===== src/rtl/assert_macros.svh =====
// assertion macros shared by the projective box transform rtl
`ifndef ASSERT_MACROS_SVH
`define ASSERT_MACROS_SVH

// checked on every rising clock edge outside reset
`define HBT_ASSERT(label, prop) \
	label: assert property (@(posedge clk) disable iff (!arst_n) prop) \
		else $error("hbt assertion failed");

// checked on every rising clock edge, reset included
`define HBT_ASSERT_ALWAYS(label, prop) \
	label: assert property (@(posedge clk) prop) \
		else $error("hbt assertion failed");

`endif


===== src/rtl/hbt_pkg.sv =====
// shared types and constants of the projective box transform
package hbt_pkg;

	localparam int COEF_W              = 48;
	localparam int COORD_W             = 32;
	localparam int SPLIT_W             = 24;
	localparam int NUM_COEF            = 9;
	localparam int NUM_CORNER          = 4;
	localparam int NUM_FORM            = 3;
	localparam int COORD_FRAC_BITS_DEF = 16;

	// linear form indexes
	localparam int FORM_X = 0;
	localparam int FORM_Y = 1;
	localparam int FORM_D = 2;

	localparam int PROD_W = COEF_W + COORD_W;
	localparam int SUM_W  = PROD_W + 2;
	localparam int QUOT_W = 32;
	localparam int REM_W  = SUM_W + QUOT_W;

	// divider: magnitude, init, one stage per quotient bit, saturate
	localparam int DIV_LAT = QUOT_W + 3;

	localparam int FIFO_DEPTH = 2;
	localparam int FIFO_PTR_W = 1;
	localparam int FIFO_CNT_W = 2;

	localparam int IDX_W = 2;

	localparam logic [COORD_W-1:0] SAT_MAX = 32'h7FFF_FFFF;
	localparam logic [COORD_W-1:0] SAT_MIN = 32'h8000_0000;

	typedef enum logic [IDX_W-1:0] {
		REG_BOX_LEFT,
		REG_BOX_TOP,
		REG_BOX_RIGHT,
		REG_BOX_BOTTOM
	} reg_idx_t;

	// one queued transaction: homography plus the four rectangle corners
	typedef struct packed {
		logic [NUM_COEF-1:0][COEF_W-1:0]    h;
		logic [NUM_CORNER-1:0][COORD_W-1:0] cx;
		logic [NUM_CORNER-1:0][COORD_W-1:0] cy;
	} item_t;

	typedef struct packed {
		logic nneg;
		logic qneg;
		logic nzero;
		logic dzero;
		logic ovf;
	} div_flags_t;

endpackage


===== src/rtl/hbt_fifo.sv =====
// short queue between front end and compute pipeline
`include "assert_macros.svh"

module hbt_fifo (
	input  logic           clk,
	input  logic           arst_n,
	input  logic           push_valid,
	output logic           push_ready,
	input  hbt_pkg::item_t push_item,
	output logic           pop_valid,
	input  logic           pop_ready,
	output hbt_pkg::item_t pop_item
);

	hbt_pkg::item_t                   mem_q [hbt_pkg::FIFO_DEPTH];
	logic [hbt_pkg::FIFO_PTR_W-1:0]   wr_ptr_q, rd_ptr_q;
	logic [hbt_pkg::FIFO_CNT_W-1:0]   count_q;
	logic                             do_push, do_pop;

	assign push_ready = count_q != hbt_pkg::FIFO_CNT_W'(hbt_pkg::FIFO_DEPTH);
	assign pop_valid  = count_q != '0;
	assign do_push    = push_valid && push_ready;
	assign do_pop     = pop_valid && pop_ready;
	assign pop_item   = mem_q[rd_ptr_q];

	// pointers and fill count
	always_ff @(posedge clk or negedge arst_n) begin
		if (!arst_n) begin
			wr_ptr_q <= '0;
			rd_ptr_q <= '0;
			count_q  <= '0;
		end else begin
			if (do_push) begin
				wr_ptr_q <= wr_ptr_q + 1'b1;
			end
			if (do_pop) begin
				rd_ptr_q <= rd_ptr_q + 1'b1;
			end
			if (do_push && !do_pop) begin
				count_q <= count_q + 1'b1;
			end else if (do_pop && !do_push) begin
				count_q <= count_q - 1'b1;
			end
		end
	end

	// entry storage
	always_ff @(posedge clk) begin
		if (do_push) begin
			mem_q[wr_ptr_q] <= push_item;
		end
	end

	`HBT_ASSERT_ALWAYS(a_count_max, (count_q <= hbt_pkg::FIFO_CNT_W'(hbt_pkg::FIFO_DEPTH)))
	`HBT_ASSERT(a_count_up, (do_push && !do_pop) |=> (count_q == $past(count_q) + 1'b1))
	`HBT_ASSERT(a_count_down, (do_pop && !do_push) |=> (count_q == $past(count_q) - 1'b1))

endmodule


===== config.mk =====
export PLATFORM = sky130hd
export DESIGN_NAME = hbt_fifo
export DESIGN_NICKNAME = d
export VERILOG_FILES = /design/src/rtl/hbt_pkg.sv /design/src/rtl/hbt_fifo.sv
export VERILOG_INCLUDE_DIRS = /design/src /design/src/rtl
export SDC_FILE = /design/constraint.sdc
export NUM_CORES = 1
export LEC_CHECK = 0
export ABC_AREA = 1
export BUFFER_PORTS_ARGS = -buffer_cell sky130_fd_sc_hd__buf_2
export CAP_MARGIN = 20
export CORE_AREA = 2 2 544 546
export CTS_BUF_LIST = sky130_fd_sc_hd__clkbuf_16
export DETAILED_ROUTE_END_ITERATION = 8
export DIE_AREA = 0 0 546 548
export PLACE_DENSITY = 0.42
export REMOVE_ABC_BUFFERS = 1
export SLEW_MARGIN = 10
export SYNTH_ARGS = -nofsm -noshare
export SYNTH_HDL_FRONTEND = slang
export SYNTH_SLANG_ARGS = --single-unit

===== constraint.sdc =====
create_clock -name clk -period 33.8 [get_ports clk]
set_input_delay 0 -clock clk [delete_from_list [all_inputs] [get_ports clk]]
set_output_delay 0 -clock clk [all_outputs]
set_load 0.03 [all_outputs]

# After elaboration in Yosys (flattened, before gate mapping)
# Memory sizes are Yosys's and may differ from the RTL's.
# Cells that the tools add are included.
[word_totals]
register_bits = 4
ramBits = 1376
in_bits = 692
output_inout_bits = 690
word_cells = 21
n_memories = 1
[memory_table]
columns = ["name", "depth", "word_bits", "rd", "rd_clocked_by_memory_dff", "wr", "line_no", "text"]
rows = [
  ["mem_q", 2, 688, 1, 0, 1, "hbt_fifo.sv:15", "hbt_pkg::item_t mem_q [hbt_pkg::FIFO_DEPTH];"],
]
[op_classes]
addsub = 4
eq_ne = 1
n_mux = 4
n_reduce_logical = 8
[op_table]
columns = ["op", "n"]
rows = [
  ["$logic_and A1 B1 Y1", 4],
  ["$mux W2", 2],
  ["$reduce_bool A2 Y1", 2],
  ["$add A1 B1 Y1 const B", 2],
  ["$add A2 B1 Y2 const B", 1],
  ["$logic_not A1 Y1", 2],
  ["$mux W1", 2],
  ["$ne A2 B2 Y1 const B", 1],
  ["$sub A2 B1 Y2 const B", 1],
]

# Longest topological paths before layout
# Gate-level depths: netlist (run 1).
[logic_depth]
word_depth = 6
mapped_depth = 10
ltp_nobuf = 10

# Least setup slack after synthesis (run 1)
# Ideal clock, no wire load.
[synth_timing]
kind = "register to register"
startpoint = "register count_q[0] (netlist name)"
endpoint = "memory mem_q[0][0] (netlist name) (enable)"
setup_ps = 1762
t_arrival_ps = 29289
required_time_ps = 32038
slack_ps = 2749
stages_incl_launch_ff = 5
n_path_buf = 0
synth_period_minus_slack_ps = 31051
path_cell_list = "dfrtp_1 > inv_1 > nand2_1 > nand2_1 > nor2_1"
[synth_between]
elab_chain_cells = 4
[synth_rtl]
columns = ["item", "line_no", "text"]
rows = [
  ["from (decl)", "hbt_fifo.sv:17", "logic [hbt_pkg::FIFO_CNT_W-1:0] count_q;"],
  ["from (signal assigned)", "hbt_fifo.sv:40", "count_q <= count_q + 1'b1;"],
  ["from (signal assigned)", "hbt_fifo.sv:42", "count_q <= count_q - 1'b1;"],
  ["$ne A2 B2 Y1", "hbt_fifo.sv:20", "assign push_ready = count_q != hbt_pkg::FIFO_CNT_W'(hbt_pkg::FIFO_DEPTH);"],
  ["net push_ready", "hbt_fifo.sv:8", "output logic push_ready,"],
  ["$logic_and A1 B1 Y1", "hbt_fifo.sv:22", "assign do_push = push_valid && push_ready;"],
  ["$mux W1", "hbt_fifo.sv:49", "if (do_push) begin"],
  ["$mux W1 (not written as such)", "hbt_fifo.sv:50", "mem_q[wr_ptr_q] <= push_item;"],
  ["to (decl)", "hbt_fifo.sv:15", ""],
]
# The timed path passes the listed nets, and every way through them passes these cells.

==> flow_summary.json, run 1 <==
{
  "grt_first_pass_wirelength_um": 287100,
  "min_path_cells": 2,
  "synthFlopType": "edfxtp_1",
  "drive_gt1_share_pct": 25.38,
  "status": "finished clean",
  "p_seq_share_pct": 34.7,
  "grt_pass1_vias": 39020,
  "ys_types": 15,
  "gr-total-overflow": 0,
  "clock_sinks": 1380,
  "path_clk_slew_ns": 0.06,
  "path_max_fanout": 123,
  "clock_latency_ns": 0.84,
  "die_height_um": 548,
  "finalNonFillerCells": 10480,
  "dieWidth_um": 546,
  "dpl.hpwl_um": 148600,
  "netlist_area_mm2": 0.05023,
  "hold_class": "input port to flip-flop",
  "synthCells": 3622,
  "synth_seq_area_share_pct": 82.46,
  "gr-usage-all-layers_pct": 13.17,
  "vias": 38400,
  "yosys-top-cells-area": "edfxtp_1 82%, nand2_1 15%, buf_2 1.1%",
  "grt_antenna_before_repair": 140,
  "placedInstanceArea_mm2": 0.06148,
  "crit_required_ns": 33.80,
  "hold_viol": 0,
  "post_cts_resized": 0,
  "fmax_mhz": 188.9,
  "maxSlewHeadroom_pct": 24.64,
  "cts_buffer_depth": 4,
  "cts_tree": "built",
  "crit_arrival_ns": 5.29,
  "synth-seq-cells": 1380,
  "synth_top_cell_area_share_pct": 82.26,
  "drv_slew": 0,
  "cts_setup_buffers": 0,
  "cts-buffers-inserted": 168,
  "total_leakage_power_nw": 33.03,
  "setup_viol": 0,
  "final.setup.worst_slack_ns": 28.51,
  "core-area_mm2": 0.2931,
  "period_share_pct": 15.66,
  "yosysMostFrequentCell": "nand2_1",
  "combPwrFrac_pct": 40.4,
  "r2r_cells": 8,
  "synth_common_cells": "2074 x nand2_1, 1376 x edfxtp_1, 110 x buf_2, 24 x buf_6, 14 x buf_4",
  "die_area_mm2": 0.2992,
  "critPathCaptureType": "primary output",
  "finalWeightedCongestion": 0.9088,
  "drt-total-wl_um": 206000,
  "drc": 0,
  "clock_power_share_pct": 25.0,
  "htree_levels": 4,
  "fin_crit_ns": 5.293,
  "postCtsHoldBufs": 1331,
  "ant_nets": 0,
  "drtIter0Drc": 2399,
  "switchingPower_mw": 3.035,
  "cp-start-kind": "flip-flop",
  "fin_total_pwr_mw": 7.024,
  "powerDensity_mw_per_mm2": 87.55,
  "area_growth_syn_to_layout_pct": 59.72,
  "clock-root-buffer": "clkbuf_16",
  "drv_cap": 0,
  "critPathKind": "flip-flop to primary output",
  "worst_ir_drop_vdd_mv": 0.06762,
  "fin_area_mm2": 0.08022,
  "rsz0062_at_grt": "false",
  "fin_util_pct": 27.37,
  "fin_skew_ns": 0.04906,
  "seq_area_mm2": 0.04142,
  "dp_slack_ns": 28.88,
  "hold_ws_ns": 0.05158,
  "internal_power_mw": 3.988,
  "first_pass_iters": 5,
  "p_sw_share_pct": 43.21,
  "synth_edf_count": 1376,
  "yosys_warnings": 0,
  "setup_tns_ns": 0,
  "syn_area_per_cell_um2": 13.87,
  "synth_area_leader_cell": "edfxtp_1",
  "io_buffers": 1381,
  "rows": 199,
  "worstMarginPinSlew_ns": 1.130,
  "multiInputGateArea_mm2": 0.007854,
  "start_util_pct": 17.14,
  "num-fill-cells": 30520,
  "nets": 7084,
  "grt_start_max_net_pins": 150,
  "num_io_pins": 1382,
  "async_reset_ff_share_pct": 0.2899,
  "place_inst": 8809,
  "avgViaCountPerCell": 3.665,
  "avgRoutedWirePerCell_um": 19.66
}
-- area by class of cell --
class	count	area share [%]
diodes	37	0.1154
well taps	3919	6.112
multi-input cells	2082	9.790
repair buffers	2752	25.66
clock inverters	132	1.376
clock buffers	169	5.272
flip-flops and latches	1380	51.63
inverters	7	0.04211
-- worst max-delay path, stage by stage (launching register included) --
cell,delay (ns)
dfrtp_4,0.75
inv_8,0.58
buf_4,0.78
buf_4,0.76
buf_4,0.70
nand2_1,0.14
nand2_1,0.11
buf_2,0.20
-- logic make-up after synthesis --
| family | Yosys count | synth area share, % |
|---|---|---|
| XOR/XNOR | 2 | 0.03488 |
| flip-flops | 1380 | 82.46 |
| adder cells (fa/ha/maj) | 1 | 0.02491 |
| buffers and inverters | 160 | 1.933 |
| AND/OR/NAND/NOR | 2079 | 15.55 |
-- placed cells by master, fill, tap and decap left out --
cell	netlist	final
nor2_4	0	2
clkinv_1	0	44
clkbuf_16	0	169
dfrtp_1	4	3
diode_2	0	37
clkinv_16	0	5
xor2_1	1	1
nand2_1	2074	2074
inv_1	6	33
clkinv_4	0	7
clkinvlp_4	0	4
inv_6	0	4
ha_1	1	1
dlygate4sd3_1	0	1331
clkinv_8	0	3
nand3_1	2	2
clkinv_2	0	24
buf_12	0	4
xnor2_1	1	1
inv_16	0	1
inv_8	0	2
nand4_1	1	1
bufinv_16	0	12
edfxtp_1	1376	1376
dfrtp_4	0	1
buf_4	14	36
buf_2	110	1381
-- sequential cells by signal, indices dropped and copies added, names as in the netlist --
name / flops
count_q: 2
mem_q: 1376
rd_ptr_q: 1
wr_ptr_q: 1
-- metal layers --
| layer | up-vias | part of all wire, % | GRT usage [%] |
|---|---|---|---|
| met5 | - | 0.30 | 0 |
| met4 | 102 | 3.5 | 4.410 |
| met3 | 426 | 9.8 | 5.313 |
| met2 | 1441 | 45 | 21.11 |
| met1 | 18520 | 41 | 15.99 |
| li1 | 17910 | - | - |
-- final timing paths --
path | from | end | slack, ns
min in group asynchronous | arst_n | rd_ptr_q | 0.18
max in group asynchronous | arst_n | rd_ptr_q | 33.41
min | push_item[78] | mem_q[0][78] | 0.05
max | rd_ptr_q | pop_item[71] | 28.51
max reg2reg | count_q[0] | mem_q[0][231] | 28.94
min reg2reg | count_q[0] | count_q[0] | 0.50
-- power by group through the flow --
stage                     Sequential [mW]  Combinational [mW]  Clock [mW]
after floorplan                      3.03                1.75           0
after global placement               2.47                2.76           0
after detailed placement             2.47                2.76           0
after CTS                            2.44                2.90        1.82
after global routing                 2.47                3.04        1.88
final                                2.44                2.83        1.75
No activity file was read; power rests on OpenSTA's default activity.
==> inputs of run 2 (changes only) <==
Settings changed: PLACE_DENSITY 0.42 to 0.43.
Clock period 33.8 ns to 4.85 ns, I/O delays scaled along.
==> run 2 against run 1 <==
Against the previous run:
- sequential power rose to 6.9 times the previous value
- clock skew fell by 0.015 ns
- count of clock-buffer cells in the layout rose by 3
- non-clock buffer count fell by 5
- routed wire length rose by 2.1%
- flip-flop and latch count did not move
- critical path depth fell by 2
- sequential share of layout area fell by 0.11 points
- register-to-register slack got worse by 27 ns
- critical path type unchanged
- largest power group unchanged
- highest routed layer unchanged
==> flow_summary.json, run 2 (synthesis gave the netlist of run 1 again) <==
{
  "status": "finished clean",
  "start_util_pct": 17.14,
  "avgRoutedWirePerCell_um": 20.06,
  "die_area_mm2": 0.2992,
  "total_leakage_power_nw": 33.09,
  "hp-start": "push_item[492]",
  "avgViaCountPerCell": 3.681,
  "area_growth_syn_to_layout_pct": 60.07,
  "maxSlewHeadroom_pct": 10.41,
  "drc": 0,
  "grt_start_max_net_pins": 171,
  "grt_first_pass_wirelength_um": 290200,
  "vias": 38620,
  "cts_buffer_depth": 4,
  "grt_pass1_vias": 38860,
  "multiInputGateArea_mm2": 0.007854,
  "worst_ir_drop_vdd_mv": 0.3919,
  "seq_area_mm2": 0.04142,
  "fin_skew_ns": 0.03449,
  "clock_latency_ns": 0.80,
  "mostFrequentLayoutCells": "2074 x nand2_1, 1381 x buf_2, 1376 x edfxtp_1, 1321 x dlygate4sd3_1, 172 x clkbuf_16",
  "grt_antenna_before_repair": 132,
  "fmax_mhz": 282.5,
  "drt-met1-wl_um": 85250,
  "reg2reg_slack_ns": 2.17,
  "cts-buffers-inserted": 170,
  "largest_reg_flops": 1376,
  "critPathKind": "flip-flop to primary output",
  "num_io_pins": 1382,
  "reg_top3": "mem_q: 1376 flops, count_q: 2 flops",
  "io_buffers": 1381,
  "drive_gt1_share_pct": 25.48,
  "reg2reg_to": "mem_q[0][392]",
  "rsz0062_at_grt": "false",
  "drt-total-wl_um": 210400,
  "internal_power_mw": 27.91,
  "p_seq_share_pct": 34.5,
  "drv_cap": 0,
  "gr-usage-all-layers_pct": 13.41,
  "r2r_cells": 6,
  "num-fill-cells": 30550,
  "period_share_pct": 72.97,
  "hold_viol": 0,
  "combPwrFrac_pct": 40.8,
  "fin_util_pct": 27.44,
  "switchingPower_mw": 21.17,
  "setup_tns_ns": 0,
  "reg2reg_from": "count_q[0]",
  "cts_tree": "built",
  "finalWeightedCongestion": 0.9409,
  "crit_required_ns": 4.85,
  "first_pass_iters": 5,
  "critPathCaptureType": "primary output",
  "drtIter0Drc": 2594,
  "rows": 199,
  "crit_path_end": "pop_item[95]",
  "die_height_um": 548,
  "core-area_mm2": 0.2931,
  "nets": 7081,
  "cp-start-kind": "flip-flop",
  "dpl.hpwl_um": 150900,
  "drv_slew": 0,
  "ant_nets": 0,
  "clock-root-buffer": "clkbuf_16",
  "post_cts_resized": 0,
  "met3_length_um": 22100,
  "dieWidth_um": 546,
  "powerDensity_mw_per_mm2": 610.4,
  "hold_class": "input port to flip-flop",
  "fin_crit_ns": 3.539,
  "final_common_cell": "nand2_1",
  "path_clk_slew_ns": 0.05,
  "crit_arrival_ns": 3.54,
  "top_register": "mem_q",
  "worstSetupStartpoint": "rd_ptr_q",
  "clock_sinks": 1380,
  "wl_met2_um": 94230,
  "p_sw_share_pct": 43.14,
  "path_max_fanout": 152,
  "htree_levels": 4,
  "top_layer": "met5",
  "gr-total-overflow": 0,
  "clock_power_share_pct": 24.6,
  "setup_viol": 0,
  "worstMarginPinSlew_ns": 1.344
}
run 2: cell count changes in the layout (fill, tap and decap cells not counted), moves of 2 or more:
cell / delta
diode_2: +18
clkinv_8: -2
inv_1: +10
clkinv_1: -11
clkbuf_16: +3
buf_12: +20
buf_4: -15
bufinv_16: -2
dlygate4sd3_1: -10
clkinvlp_4: +6
clkinv_4: -4
run 2: final cells by class:
cell class                 count  share of cell area, %
sequential                  1380                  51.52
inverter                       7                0.04202
clock inverter               128                  1.209
antenna                       55                 0.1712
tap                         3919                  6.099
timing repair buffer        2747                  25.84
multi-input combinational   2082                  9.768
clock buffer                 172                  5.353
run 2: power groups by stage:
stage | Combinational, mW | Clock (mW) | Sequential (mW)
after floorplan | 5.36 | 0 | 15.9
after global placement | 19.5 | 0 | 17.2
after detailed placement | 19.5 | 0 | 17.2
after CTS | 20.5 | 12.5 | 17.0
after global routing | 21.4 | 13.0 | 17.2
final | 20.0 | 12.1 | 16.9
run 2: how the worst min path moves through the flow:
stage / to / slack [ns] / cells after the start
6_report: mem_q[1][492] / 0.06 / 2
5_1_grt: mem_q[1][631] / 0.01 / 2
4_1_cts: mem_q[1][24] / 0.0008 / 2
3_5_place_dp: rd_ptr_q / -0.17 / 1
3_3_place_gp: rd_ptr_q / -0.17 / 1
2_1_floorplan: count_q[0] / -0.30 / 0
run 2: routing by layer:
metal  global-route usage (%)  vias to the layer above
li1                         -                    17930
met1                    16.31                    18570
met2                    21.28                     1590
met3                    5.454                      440
met4                    4.812                       96
met5                        0                        -
run 2: what timing repair did:
| item | CTS | global route |
|---|---|---|
| setup buffers | 0 | 0 |
| endpoints found under the setup margin | 0 | 0 |
| hold endpoints to repair | 1393 | 0 |
| hold buffers | 1321 | 0 |
run 2: stage by stage:
step / total power, mW / hold slack [ns] / area [um^2] / worst slack (ns) / std cells
after detailed placement: 36.72 / -0.1680 / 61760 / 2.008 / 8814
after CTS: 50.01 / 0.0007922 / 80260 / 1.081 / 10440
after floorplan: 21.30 / -0.2956 / 49280 / -26.20 / 3469
after global routing: 51.58 / 0.01061 / 80310 / 0.9692 / 10450
final: 49.08 / 0.05929 / 80400 / 1.311 / 10490
after global placement: 36.70 / -0.1727 / 61760 / 2.016 / 8814
run 2: critical path, cell delays in order (launching register included):
cell and delay (ns):
dfrtp_4 0.74, buf_12 0.45, buf_4 0.62, nand2_1 0.12, nand2_1 0.12, buf_2 0.21
