<file path="config.mk">
export PLATFORM = sky130hd
export DESIGN_NAME = hbt_front
export DESIGN_NICKNAME = d
export VERILOG_FILES = /design/src/rtl/assert_macros.svh /design/src/rtl/hbt_pkg.sv /design/src/rtl/hbt_front.sv
export SDC_FILE = /design/constraint.sdc
export NUM_CORES = 1
export LEC_CHECK = 0
export ABC_AREA = 1
export BUFFER_PORTS_ARGS = -buffer_cell sky130_fd_sc_hd__buf_4
export CAP_MARGIN = 20
export CORE_AREA = 2 2 453 455
export DETAILED_ROUTE_END_ITERATION = 8
export DIE_AREA = 0 0 455 457
export PLACE_DENSITY = 0.37
export SYNTH_ARGS = -nofsm -noshare
export SYNTH_HDL_FRONTEND = slang
export SYNTH_SLANG_ARGS = --single-unit
export TNS_END_PERCENT = 10
</file>
<file path="constraint.sdc">
create_clock -name clk -period 33.7 [get_ports clk]
set_clock_uncertainty 0.05 [all_clocks]
set_input_delay 5.055 -clock clk [delete_from_list [all_inputs] [get_ports clk]]
set_output_delay 5.055 -clock clk [all_outputs]
set_load 0.05 [all_outputs]
</file>
<file path="src/rtl/assert_macros.svh">
// assertion macros shared by the projective box transform rtl
`ifndef ASSERT_MACROS_SVH
`define ASSERT_MACROS_SVH

// checked on every rising clock edge outside reset
`define HBT_ASSERT(label, prop) \
	label: assert property (@(posedge clk) disable iff (!arst_n) prop) \
		else $error("hbt assertion failed");

// checked on every rising clock edge, reset included
`define HBT_ASSERT_ALWAYS(label, prop) \
	label: assert property (@(posedge clk) prop) \
		else $error("hbt assertion failed");

`endif

</file>
<file path="src/rtl/hbt_pkg.sv">
// shared types and constants of the projective box transform
package hbt_pkg;

	localparam int COEF_W              = 48;
	localparam int COORD_W             = 32;
	localparam int SPLIT_W             = 24;
	localparam int NUM_COEF            = 9;
	localparam int NUM_CORNER          = 4;
	localparam int NUM_FORM            = 3;
	localparam int COORD_FRAC_BITS_DEF = 16;

	// linear form indexes
	localparam int FORM_X = 0;
	localparam int FORM_Y = 1;
	localparam int FORM_D = 2;

	localparam int PROD_W = COEF_W + COORD_W;
	localparam int SUM_W  = PROD_W + 2;
	localparam int QUOT_W = 32;
	localparam int REM_W  = SUM_W + QUOT_W;

	// divider: magnitude, init, one stage per quotient bit, saturate
	localparam int DIV_LAT = QUOT_W + 3;

	localparam int FIFO_DEPTH = 2;
	localparam int FIFO_PTR_W = 1;
	localparam int FIFO_CNT_W = 2;

	localparam int IDX_W = 2;

	localparam logic [COORD_W-1:0] SAT_MAX = 32'h7FFF_FFFF;
	localparam logic [COORD_W-1:0] SAT_MIN = 32'h8000_0000;

	typedef enum logic [IDX_W-1:0] {
		REG_BOX_LEFT,
		REG_BOX_TOP,
		REG_BOX_RIGHT,
		REG_BOX_BOTTOM
	} reg_idx_t;

	// one queued transaction: homography plus the four rectangle corners
	typedef struct packed {
		logic [NUM_COEF-1:0][COEF_W-1:0]    h;
		logic [NUM_CORNER-1:0][COORD_W-1:0] cx;
		logic [NUM_CORNER-1:0][COORD_W-1:0] cy;
	} item_t;

	typedef struct packed {
		logic nneg;
		logic qneg;
		logic nzero;
		logic dzero;
		logic ovf;
	} div_flags_t;

endpackage

</file>
<file path="src/rtl/hbt_front.sv">
// front end: config registers, input acceptance and corner expansion
module hbt_front (
	input  logic                                                     clk,
	input  logic                                                     arst_n,
	input  logic                                                     wr_en,
	input  logic [hbt_pkg::IDX_W-1:0]                                wr_index,
	input  logic [hbt_pkg::COORD_W-1:0]                              wr_data,
	input  logic                                                     item_valid,
	output logic                                                     item_ready,
	input  logic [hbt_pkg::NUM_COEF-1:0][hbt_pkg::COEF_W-1:0]        h_in,
	output logic                                                     push_valid,
	input  logic                                                     push_ready,
	output hbt_pkg::item_t                                           push_item
);

	logic [hbt_pkg::COORD_W-1:0] box_left_q, box_top_q, box_right_q, box_bottom_q;
	logic                        valid_q;
	hbt_pkg::item_t              item_q;
	logic                        take;

	// rectangle registers
	always_ff @(posedge clk or negedge arst_n) begin
		if (!arst_n) begin
			box_left_q   <= '0;
			box_top_q    <= '0;
			box_right_q  <= '0;
			box_bottom_q <= '0;
		end else if (wr_en) begin
			case (wr_index)
				hbt_pkg::REG_BOX_LEFT:   box_left_q   <= wr_data;
				hbt_pkg::REG_BOX_TOP:    box_top_q    <= wr_data;
				hbt_pkg::REG_BOX_RIGHT:  box_right_q  <= wr_data;
				hbt_pkg::REG_BOX_BOTTOM: box_bottom_q <= wr_data;
				default: ;
			endcase
		end
	end

	assign item_ready = !valid_q || push_ready;
	assign take       = item_valid && item_ready;

	// holding register in front of the queue
	always_ff @(posedge clk or negedge arst_n) begin
		if (!arst_n) begin
			valid_q <= 1'b0;
		end else begin
			valid_q <= take || (valid_q && !push_ready);
		end
	end

	// corners in order top-left, top-right, bottom-right, bottom-left
	always_ff @(posedge clk) begin
		if (take) begin
			item_q.h     <= h_in;
			item_q.cx[0] <= box_left_q;
			item_q.cy[0] <= box_top_q;
			item_q.cx[1] <= box_right_q;
			item_q.cy[1] <= box_top_q;
			item_q.cx[2] <= box_right_q;
			item_q.cy[2] <= box_bottom_q;
			item_q.cx[3] <= box_left_q;
			item_q.cy[3] <= box_bottom_q;
		end
	end

	assign push_valid = valid_q;
	assign push_item  = item_q;

endmodule

</file>
; ---- Yosys cells after proc, flatten, opt, wreduce, memory -nomap -nowiden
; Cells that the tools add are included.
[classes]
n_reduce_logical = 11
n_addsub = 0
bitwise = 0
n_lt_le_gt_ge = 0
n_eq_ne = 3
shifts = 0
mul = 0
n_mux = 0
n_div = 0
[op_table]
columns = operator, count
row1 = 2-bit AND reduction, 4
row2 = 2-bit equality test (second input constant), 2
row3 = 2-bit by 1-bit equality test with 1-bit output (second input constant), 1
row4 = 1-bit logical AND, 2
row5 = 1-bit logical NOT, 2
row6 = 2-bit logical NOT, 1
row7 = 1-bit logical OR, 2
[word_totals]
ramBits = 0
mem_count = 0
wordCells = 32
out_inout_bits = 690
in_bits = 471
mem_bits_ro = 0
latch_bits = 0
regBits = 689

; ---- Longest topological paths before layout
; Gate-level depths: netlist (run 1).
[depth]
ltp_word = 4
depth_mapped = 5
depth_no_buf = 4

; ---- Worst setup path after synthesis (run 1)
; No wires, ideal clock.
[synth_timing]
path_kind = input-to-reg
start = in item_valid
end = reg item_q (netlist bit push_item[100]) (enable)
arrival_time_ns = 31.890
path_buffers = 0
path_slack_ns = 0.091
setup_ns = 1.669
path_stages = 2
required_ns = 31.981
path_cell_list = inv_1 a21oi_1
[synth_between]
elab_chain_len = 1
[synth_rtl]
columns = element, line_no
row1 = from (decl), hbt_front.sv:8  ; input logic item_valid,
row2 = 1-bit logical AND, hbt_front.sv:40  ; assign take = item_valid && item_ready;
row3 = net take, hbt_front.sv:19  ; logic take;
row4 = to (decl), hbt_front.sv:18  ; hbt_pkg::item_t item_q;
; The timed path passes the listed nets, and every way through them passes these cells.
; A chain may end at the register's enable or synchronous reset.

; ---- Final worst setup path (run 1)
[layout_timing]
start = in push_ready
end = out item_ready
[layout_between]
elab_chain_len = 1
[layout_rtl]
columns = element, line_no
row1 = from (decl), hbt_front.sv:12  ; input logic push_ready,
row2 = 1-bit logical OR, hbt_front.sv:39  ; assign item_ready = !valid_q || push_ready;
row3 = to (decl), hbt_front.sv:9  ; output logic item_ready,
; No other way between the ends.

==> results.md, run 1 <==
* Vias in the first global route at 15,500
* 1st-iter DRT viols at ~1,000
* LEAKAGE at 15.2 nW
* Final-stage net count at roughly 2,800
* #FFs+latches synth at about 690
* CTS H-tree lvls at 3
* Post-CTS Repair Setup Buffers at 0
* Met3 GRT Util at 3.33%
* Core area at between 0.2 and 0.25 mm^2
* Simple-Gate Fraction of Synth Area at 7.62%
* Critical Path Sink Type: primary output
* Worst r2r src: push_valid
* RSZ-0062 raised after global routing: false
* CP Max Fanout at 2
* Routability cong. at 0.843
* Largest net degree at the start of global routing at 130
* Worst reg2reg setup slack at about 30 ns
* Peak VDD IR at between 0.03 and 0.04 mV
* Row cnt at about 170
* M2 GR Usage at 25.2%
* Min-Delay Endpoint: push_item[193]
* Worst Path Arrival at 5.54 ns
* Worst slack at placement at ~23 ns
* Initial Utilization at a little under an eighth
* Worst slew margin at 26.9%
* CP Data Required Time at ~29 ns
* Min-Delay Path Depth at 0
* Vias/cell at roughly 3.1
* Input/output buffers at around 1,200
* CTS tree: done
* Synth Area in Adders at 0%
* Xor/xnor cell area share of the yosys netlist at 0%
* Post-synthesis mux area share at 0%
* Die height at around 460 um
* Syn. warnings at 0
* Syn Nets at roughly 1,700
* Clk Latency, worst-skew pair at ~0.70 ns
* Vias at about 16,000
* Cell Area, Synth at ~0.023 mm^2
* Total detailed-routing wirelength at approximately 140,000 um
* Post-route ant nets at 0
* Reg-to-reg endpoint: push_item[480]
* Largest cells by area after synthesis: edfxtp_1 (73%), dfrtp_1 (14%), nand2_1 (4.2%)
* Final Worst Setup Slack at between 20 and 25 ns
* TNS Setup at 0 ns
* Max cap viols at 0
* Clock sinks at 689
* GRT Max-Usage Layer: met2
* Initial antenna violation count at 63
* Number of setup violations in the final report at 0
* Met1 usage in global routing at 12.6%
* Clock root buffer: clkbuf_16
* Kind of critical path: input port to primary output
* Register area share after synthesis at a little under 90%
* Max Freq at 94.0 MHz
* Run status: finished, final reports clean
* Synth-to-layout area growth at 60.9%
* First-pass GRT wire length at roughly 170,000 um
* GRT overflow at 0
* Hold_sp: box_right_q[1]
* Num CTS Buffers at 88
* Hold Path Class: flip-flop to flip-flop
* Fin crit period at around 11 ns
* Count leader, synth: edfxtp_1
* CTS Buffer Depth at 3
* Power Density at around 66 mW/mm^2
* Finished Core Util at a little under a fifth
* Die Footprint at roughly 0.21 mm^2
* Die width at about 460 um
* Reg2reg path depth at 5
* WL/cell at between 20 and 30 um
* Half-perimeter wire length after placement at between 100,000 and 150,000 um
* DRC Markers at 0
* Netlist cell types at 12
* Cts hold-fix bufs at 0
* Max-slew violations at 0
* Ys flop type: edfxtp_1
* Cells after synthesis at around 1,300
* Pre-antenna DRT Iters at 5
* Post-synth EDFFs at 560
* Main combinational cell family by area after synthesis: simple AND/OR/NAND/NOR gates
* Share of post-route cells with drive strength above 1 at 54.4%
* Most frequent cells after synthesis: edfxtp_1 (560), nand2_1 (259), dfrtp_1 (129), buf_4 (128), nand4_1 (96)
* Final period util at roughly a third
* Worst slew pin tran at 1.10 ns
* Syn Area/Cell at approximately 18 um^2
* Startpoint types: input port
* Gr usage total at 12.8%
* Synth area leader: edfxtp_1
* Synth top area share at between 70% and 80%
* Asr flop ratio synth at 18.7%
* Area fraction in compound gates after synthesis at 0.0217%
* Clock transition at path regs at 0.06 ns
* Hold Violations, Final at 0
* Ports at between 1,000 and 1,500
* Post-CTS Resized at 0
[cell families after synthesis]
family / Yosys count
DFF: 689
and+or+nand+nor: 391
buffers and inverters: 182
AOI/OAI and AO/OA: 1
[through the flow]
stage | std cells | power, mW | hold WS (ns) | instance area (um^2)
global route | 5112 | 2.53 | 0.398 | 37000
CTS | 5109 | 2.49 | 0.389 | 37000
detailed placement | 4951 | 1.49 | 0.382 | 34100
finish | 5118 | 2.44 | 0.394 | 37000
global placement | 4950 | 1.49 | 0.381 | 34100
floorplan | 1263 | 1.35 | 0.375 | 23000
[critical path, stage by stage]
cell and delay, ns:
buf_4 0.11, inv_1 0.10, nand2_1 0.08, buf_4 0.19
[registers in the layout, indices dropped and copies added, names as in the netlist]
signal,count
push_item,560
box_right_q,32
box_bottom_q,32
box_left_q,32
box_top_q,32
push_valid,1
[how the worst max path moves through the flow]
stage / to / start / slack [ns] / cells past startpoint
3_5_place_dp: item_ready / push_ready / 23.06 / 4
3_3_place_gp: item_ready / push_ready / 23.02 / 4
4_1_cts: item_ready / push_ready / 23.06 / 4
2_1_floorplan: push_item[100] / item_valid / 0.09 / 2
6_report: item_ready / push_ready / 23.06 / 4
5_1_grt: item_ready / push_ready / 23.03 / 4
[cells in the final DEF, fill, tap and decap left out, types with 2 or more instances in the layout]
master         n
clkinv_2       9
buf_6          2
nand4_1       96
clkinv_4       4
clkinvlp_4     6
dfrtp_1      129
clkinv_16      3
edfxtp_1     560
inv_6          2
clkbuf_16     88
clkinv_1       8
inv_1          2
inv_16         3
buf_12         2
diode_2        9
bufinv_16      7
nand3_2        3
nand2_1      258
clkbuf_8       7
buf_4       1174
clkbuf_1      20
nand3_1       32
inv_2          2
[per-layer routing]
| layer | routed length (um) | up-vias |
|---|---|---|
| met4 | 4050 | 24 |
| li1 | - | 6713 |
| met3 | 9660 | 215 |
| met1 | 46300 | 8068 |
| met5 | 146 | - |
| met2 | 79400 | 783 |
[cell type report]
type                            instances  area (um^2)
Multi-Input combinational cell        392         1790
Fill cell                           22200       166000
Clock buffer                          115         2370
Antenna cell                            9         22.5
Timing Repair Buffer                 1178         8880
Inverter                                4         15.0
Sequential cell                       689        20000
Clock inverter                         43          544
Tap cell                             2688         3360
[where the power goes]
part	total (mW)	leakage [nW]	internal, mW	switching [mW]
registers	1.05	6.97	1.01	0.0420
logic	0.418	6.80	0.115	0.304
clock network	0.974	1.40	0.557	0.417
No activity file was read; power rests on OpenSTA's default activity.
==> inputs of run 2 (changes only) <==
Clock period 33.7 ns to 8.58 ns, I/O delays scaled along.
==> run 2 against run 1 <==
Against the previous run: worst setup slack worse by 18 ns; sequential share of layout area decreased by 0.40 points; power grew to 4.1 times the previous value; cell count rose by 0.21%; critical path depth grew 1; die area unchanged; utilization increased by 0.13 points; via count rose by 0.44%; worst hold slack worse by 0.021 ns; design area increased by 0.74%; critical endpoint is now box_right_q[29].
==> results.md, run 2 (synthesis results as in run 1) <==
* Vias at 15,900 (+0.44%)
* WL/cell at 28.4 um (+4.3%)
* CP Data Required Time at 9.10 ns (-19.49 ns)
* Initial antenna violation count at 81 (+29%)
* Synth-to-layout area growth at 62.1%
* LEAKAGE at 15.3 nW (+0.73%)
* Ports at 1,161 (unchanged)
* RSZ-0062 raised after global routing: false
* Critical Path Sink Type: flip-flop
* Number of setup violations in the final report at 0 (unchanged)
* Fin crit period at about 3.4 ns
* Hold Path Class: flip-flop to flip-flop
* Clock sinks at 689 (unchanged)
* Post-route ant nets at 0 (unchanged)
* Max Freq at ~290 MHz
* Vias/cell at 3.09 (+0.23%)
* Commonest non-fill, non-tap cell in the layout: buf_4
* First-pass GRT wire length at 179,000 um (+4.3%)
* Worst Path Arrival at 3.93 ns (-1.61 ns)
* Die width at 455 um (unchanged)
* Met1 Routed Length at 45,500 um (-1.9%)
* Kind of critical path: input port to flip-flop
* Placed cells at 4,942 (-0.18%)
* CTS tree: done
* Initial Utilization at 11.3% (unchanged)
* Final period util at 39.7%
* Share of post-route cells with drive strength above 1 at 54.6% (+0.27 points)
* Gr usage total at 13.4% (+0.64 points)
* Max cap viols at 0 (unchanged)
* CP Max Fanout at 68 (+66)
* Final-stage net count at 2,820 (-0.14%)
* CTS Buffer Depth at 3 (unchanged)
* Num CTS Buffers at 93 (+5.7%)
* Worst slew pin tran at 1.07 ns (-0.0304 ns)
* Max-slew violations at 0 (unchanged)
* Clock root buffer: clkbuf_16
* Core area at 0.203 mm^2 (unchanged)
* Clk Latency, worst-skew pair at 0.71 ns (about the same)
* Row cnt at 166 (unchanged)
* Post-CTS Resized at 0 (unchanged)
* Top Metal Used: met5
* CTS H-tree lvls at 3 (unchanged)
* Die height at 457 um (unchanged)
* Largest net degree at the start of global routing at 167 (+28%)
* Vias in the first global route at 15,600 (+1.0%)
* Fill cells at 22,200 (-0.21%)
* Worst hold slack at 0.374 ns (-0.0206 ns)
* Die Footprint at 0.208 mm^2 (unchanged)
* Dpl cell area at 0.0341 mm^2 (-0.11%)
* Input/output buffers at 1,160 (unchanged)
* Metal2 WL at 85,500 um (+7.7%)
* GRT overflow at 0 (unchanged)
* DRC Markers at 0 (unchanged)
* Startpoint types: input port
* Power Density at 266 mW/mm^2 (+300%)
* Non-filler cells in the finished layout at 5,129 (+0.21%)
* Half-perimeter wire length after placement at 118,000 um (+5.8%)
* Highest-count cells in the layout ignoring fill and taps: buf_4 (1,164), edfxtp_1 (560), nand2_1 (258), dfrtp_1 (129), nand4_1 (96)
* Post-CTS Repair Setup Buffers at 0 (unchanged)
* Clock transition at path regs at 0.07 ns (about the same)
* Worst slew margin at 28.9% (+1.9 points)
* Run status: finished, final reports clean
* 1st-iter DRT viols at 1,062 (+2.4%)
* Routed wl met3 at 11,100 um (+15%)
* Hold Violations, Final at 0 (unchanged)
* Largest register FFs at 560 (unchanged)
* Cts hold-fix bufs at 0 (unchanged)
* Routability cong. at 0.847 (+0.46%)
* Peak VDD IR at 0.161 mV (+310%)
* Total detailed-routing wirelength at 146,000 um (+4.5%)
* Cell area after layout at 0.0373 mm^2 (+0.74%)
* Pre-antenna DRT Iters at 5 (unchanged)
run 2: cell count changes in the layout (fill, tap and decap cells not counted), moves of 2 or more:
cell | previous run | this run
buf_12 | 2 | 4
buf_4 | 1174 | 1164
bufinv_16 | 7 | 9
clkbuf_1 | 20 | 18
clkbuf_16 | 88 | 95
clkbuf_8 | 7 | 11
clkinv_2 | 9 | 11
clkinv_4 | 4 | 2
clkinvlp_4 | 6 | 9
diode_2 | 9 | 12
inv_1 | 2 | 0
inv_6 | 2 | 4
run 2: final timing paths:
path | depth (start not counted) | endpoint | startpoint | slack (ns)
setup / recovery | 5 | box_right_q[29] | wr_index[0] | 5.17
hold / removal | 0 | push_item[46] | box_top_q[14] | 0.37
setup reg to reg | 3 | push_item[350] | push_valid | 5.79
hold reg to reg | 0 | push_item[46] | box_top_q[14] | 0.37
max in group asynchronous | 2 | box_bottom_q[26] | arst_n | 6.46
min in group asynchronous | 1 | push_valid | arst_n | 0.57
run 2: layer usage:
layer	track usage (%)	vias to the layer above
met4	3.26	40
met5	0	-
li1	-	6716
met3	4.20	258
met2	27.6	810
met1	12.4	8049
run 2: where the power goes:
group / total, mW / switching, mW / internal [mW]
combinational: 1.65 / 1.20 / 0.450
sequential: 4.13 / 0.179 / 3.96
clock: 4.12 / 1.69 / 2.43
total: 9.91 / 3.08 / 6.83
run 2: stage by stage:
| stage | TNS [ns] | power (mW) | utilization [%] | worst slack [ns] |
|---|---|---|---|---|
| after detailed placement | 0 | 5.90 | 16.7 | 4.37 |
| final | 0 | 9.91 | 18.3 | 5.17 |
| after global placement | 0 | 5.90 | 16.7 | 4.43 |
| after floorplan | -1325.98 | 5.19 | - | -2.37 |
| after CTS | 0 | 10.1 | 18.3 | 5.17 |
| after global routing | 0 | 10.3 | 18.3 | 5.03 |
run 2: final cells by class:
type | instances | area (um^2) | share of cell area, %
repair buffers | 1169 | 8830 | 23.7
flip-flops and latches | 689 | 20000 | 53.7
multi-input cells | 392 | 1790 | 4.81
clock buffers | 124 | 2600 | 6.96
well taps | 2688 | 3360 | 9.02
inverters | 4 | 22.5 | 0.0604
diodes | 12 | 30.0 | 0.0805
clock inverters | 51 | 626 | 1.68
run 2: worst max-delay path, cell delays in order:
cell	delay [ns]
buf_4	0.32
inv_2	0.79
nand3_2	0.99
nand2_1	0.27
nand2_1	0.09
==> inputs of run 3 (changes only) <==
Clock period 8.58 ns to 3.5 ns, I/O delays scaled along.
==> run 3 against run 2 <==
Against the previous run: first-iteration DRC count is 6.0% higher; utilization is 2.2 points higher; largest cell class unchanged; sequential cell count stayed put; wire length is 1.2% lower; cell count is 9.3% higher; critical path depth is 1 higher; die area stayed put.
==> results.md, run 3 (synthesis results as in run 1) <==
* Run status: finished, final reports clean
* Hold Path Class: input port to flip-flop
* Die Footprint at 0.208 mm^2 (unchanged)
* Final period util at 61.5%
* Highest-count cells in the layout ignoring fill and taps: buf_4 (1,175), edfxtp_1 (560), dlygate4sd3_1 (449), nand2_1 (258), dfrtp_1 (128)
* Fill cells at 21,900 (-1.4%)
* Kind of critical path: input port to flip-flop
* Min-Delay Path Depth at 3 (+3)
* Startpoint types: input port
* Commonest non-fill, non-tap cell in the layout: buf_4
* LEAKAGE at 17.1 nW (+12%)
* Critical Path Sink Type: flip-flop
* CTS H-tree lvls at 3 (unchanged)
* Initial Utilization at 11.3% (unchanged)
* 1st-iter DRT viols at 1,126 (+6.0%)
* Post-route ant nets at 0 (unchanged)
* Vias in the first global route at 17,600 (+13%)
* Clock transition at path regs at 0.06 ns (about the same)
* Gr usage total at 13.2% (-0.22 points)
* Ports at 1,161 (unchanged)
* WL/cell at 25.7 um (-9.6%)
* Clock sinks at 689 (unchanged)
* Top cell family by delay on the critical path: buffers and inverters
* Post-CTS Resized at 0 (unchanged)
* Cell repeated most along the worst path: buf_12
* Finished Core Util at 20.5% (+2.2 points)
* Worst slew margin at 35.9% (+7.0 points)
* Worst Path Buf+Inv at 5 (+3)
* CP Data Required Time at 3.79 ns (-5.31 ns)
* DRC Markers at 0 (unchanged)
* Routability cong. at 0.878 (+3.7%)
* Number of setup violations in the final report at 0 (unchanged)
* Synth-to-layout area growth at 81.5%
* GRT overflow at 0 (unchanged)
* Largest net degree at the start of global routing at 124 (-26%)
* Reg2reg path depth at 3 (unchanged)
* Final-stage net count at 3,281 (+16%)
* Peak VDD IR at 0.369 mV (+130%)
* Cts hold-fix bufs at 449 (+449)
* Max Freq at ~460 MHz
* Reg-to-reg endpoint: push_item[613]
* Worst slew pin tran at 0.958 ns (-0.107 ns)
* Die width at 455 um (unchanged)
* Launch point of the critical path: item_valid
* Largest register FFs at 560 (unchanged)
* Slowest-stage cell, CP: dlygate4sd3_1
* Half-perimeter wire length after placement at 115,000 um (-2.5%)
* First-pass GRT wire length at 181,000 um (+0.92%)
* Pre-antenna DRT Iters at 5 (unchanged)
* CP max stage delay at 0.52 ns (-0.47 ns)
* Die height at 457 um (unchanged)
* Max-slew violations at 0 (unchanged)
* Clk Latency, worst-skew pair at 0.68 ns (-0.03 ns)
* CP Max Fanout at 95 (+40%)
* Max cap viols at 0 (unchanged)
* TNS Setup at 0 ns (unchanged)
* Fin crit period at between 2 and 2.5 ns
* Clock root buffer: clkbuf_16
* Worst reg2reg setup slack at 1.42 ns (-4.37 ns)
* CTS tree: done
* Post-CTS Repair Setup Buffers at 0 (unchanged)
* Worst Path Arrival at 2.44 ns (-1.49 ns)
* Final Worst Setup Slack at 1.35 ns (-3.83 ns)
* Vias at 17,400 (+9.5%)
* Share of post-route cells with drive strength above 1 at 46.1% (-8.5 points)
* Initial antenna violation count at 77 (-4.9%)
* Vias/cell at 3.10 (+0.13%)
* Core area at 0.203 mm^2 (unchanged)
* Power Density at 575 mW/mm^2 (+120%)
* CTS Buffer Depth at 3 (unchanged)
* Hold_sp: wr_data[17]
* Row cnt at 166 (unchanged)
* Total detailed-routing wirelength at 144,000 um (-1.2%)
* Input/output buffers at 1,160 (unchanged)
* RSZ-0062 raised after global routing: false
* Crit path cell chain: dlygate4sd3_1, buf_4, inv_1, a21oi_4, buf_12, buf_12
* Num CTS Buffers at 88 (-5.4%)
* Hold Violations, Final at 0 (unchanged)
* Worst slack at placement at 1.13 ns (-3.24 ns)
* Worst r2r src: push_valid
* Min-Delay Endpoint: box_left_q[17]
* Worst hold slack at 0.0925 ns (-0.281 ns)
## run 3: tightest hold or removal path, stage by stage
cell and delay (ns):
buf_4 0.12, nand3_1 0.08, nand2_1 0.06
## run 3: layer usage
metal,vias up,wire length [um],global-route usage (%)
li1,7648,-,-
met1,8775,49900,13.3
met2,755,82800,26.7
met3,196,7110,2.59
met4,0,4280,3.77
met5,-,0,0
## run 3: how the worst max path moves through the flow
stage,to,slack (ns),cells after the start
final,push_item[613],1.35,6
after global routing,push_item[620],1.27,1
after CTS,push_item[12],1.20,1
after detailed placement,push_item[266],1.13,5
after global placement,push_item[352],1.11,5
after floorplan,push_item[100],-6.97,1
## run 3: metrics by stage
step	instance area (um^2)	power (mW)	cells
CTS	41700	24.5	5571
global placement	34200	14.5	4959
floorplan	23000	12.7	1263
global route	41700	24.9	5597
finish	41800	24.0	5607
detailed placement	34200	14.5	4959
## run 3: final cells by class
| cell class | instances | area (um^2) | area share, % |
|---|---|---|---|
| sequential | 689 | 20000 | 48.0 |
| timing repair buffer | 1635 | 13500 | 32.4 |
| tap | 2688 | 3360 | 8.05 |
| clock buffer | 114 | 2370 | 5.68 |
| multi-input combinational | 392 | 1790 | 4.29 |
| clock inverter | 49 | 551 | 1.32 |
| antenna | 36 | 90.1 | 0.216 |
| inverter | 4 | 15.0 | 0.0360 |
## run 3: power by group
| group | total, mW | internal (mW) | switching, mW |
|---|---|---|---|
| logic | 4.57 | 1.46 | 3.12 |
| clock network | 9.33 | 5.41 | 3.92 |
| registers | 10.1 | 9.69 | 0.431 |
| total | 24.0 | 16.6 | 7.46 |
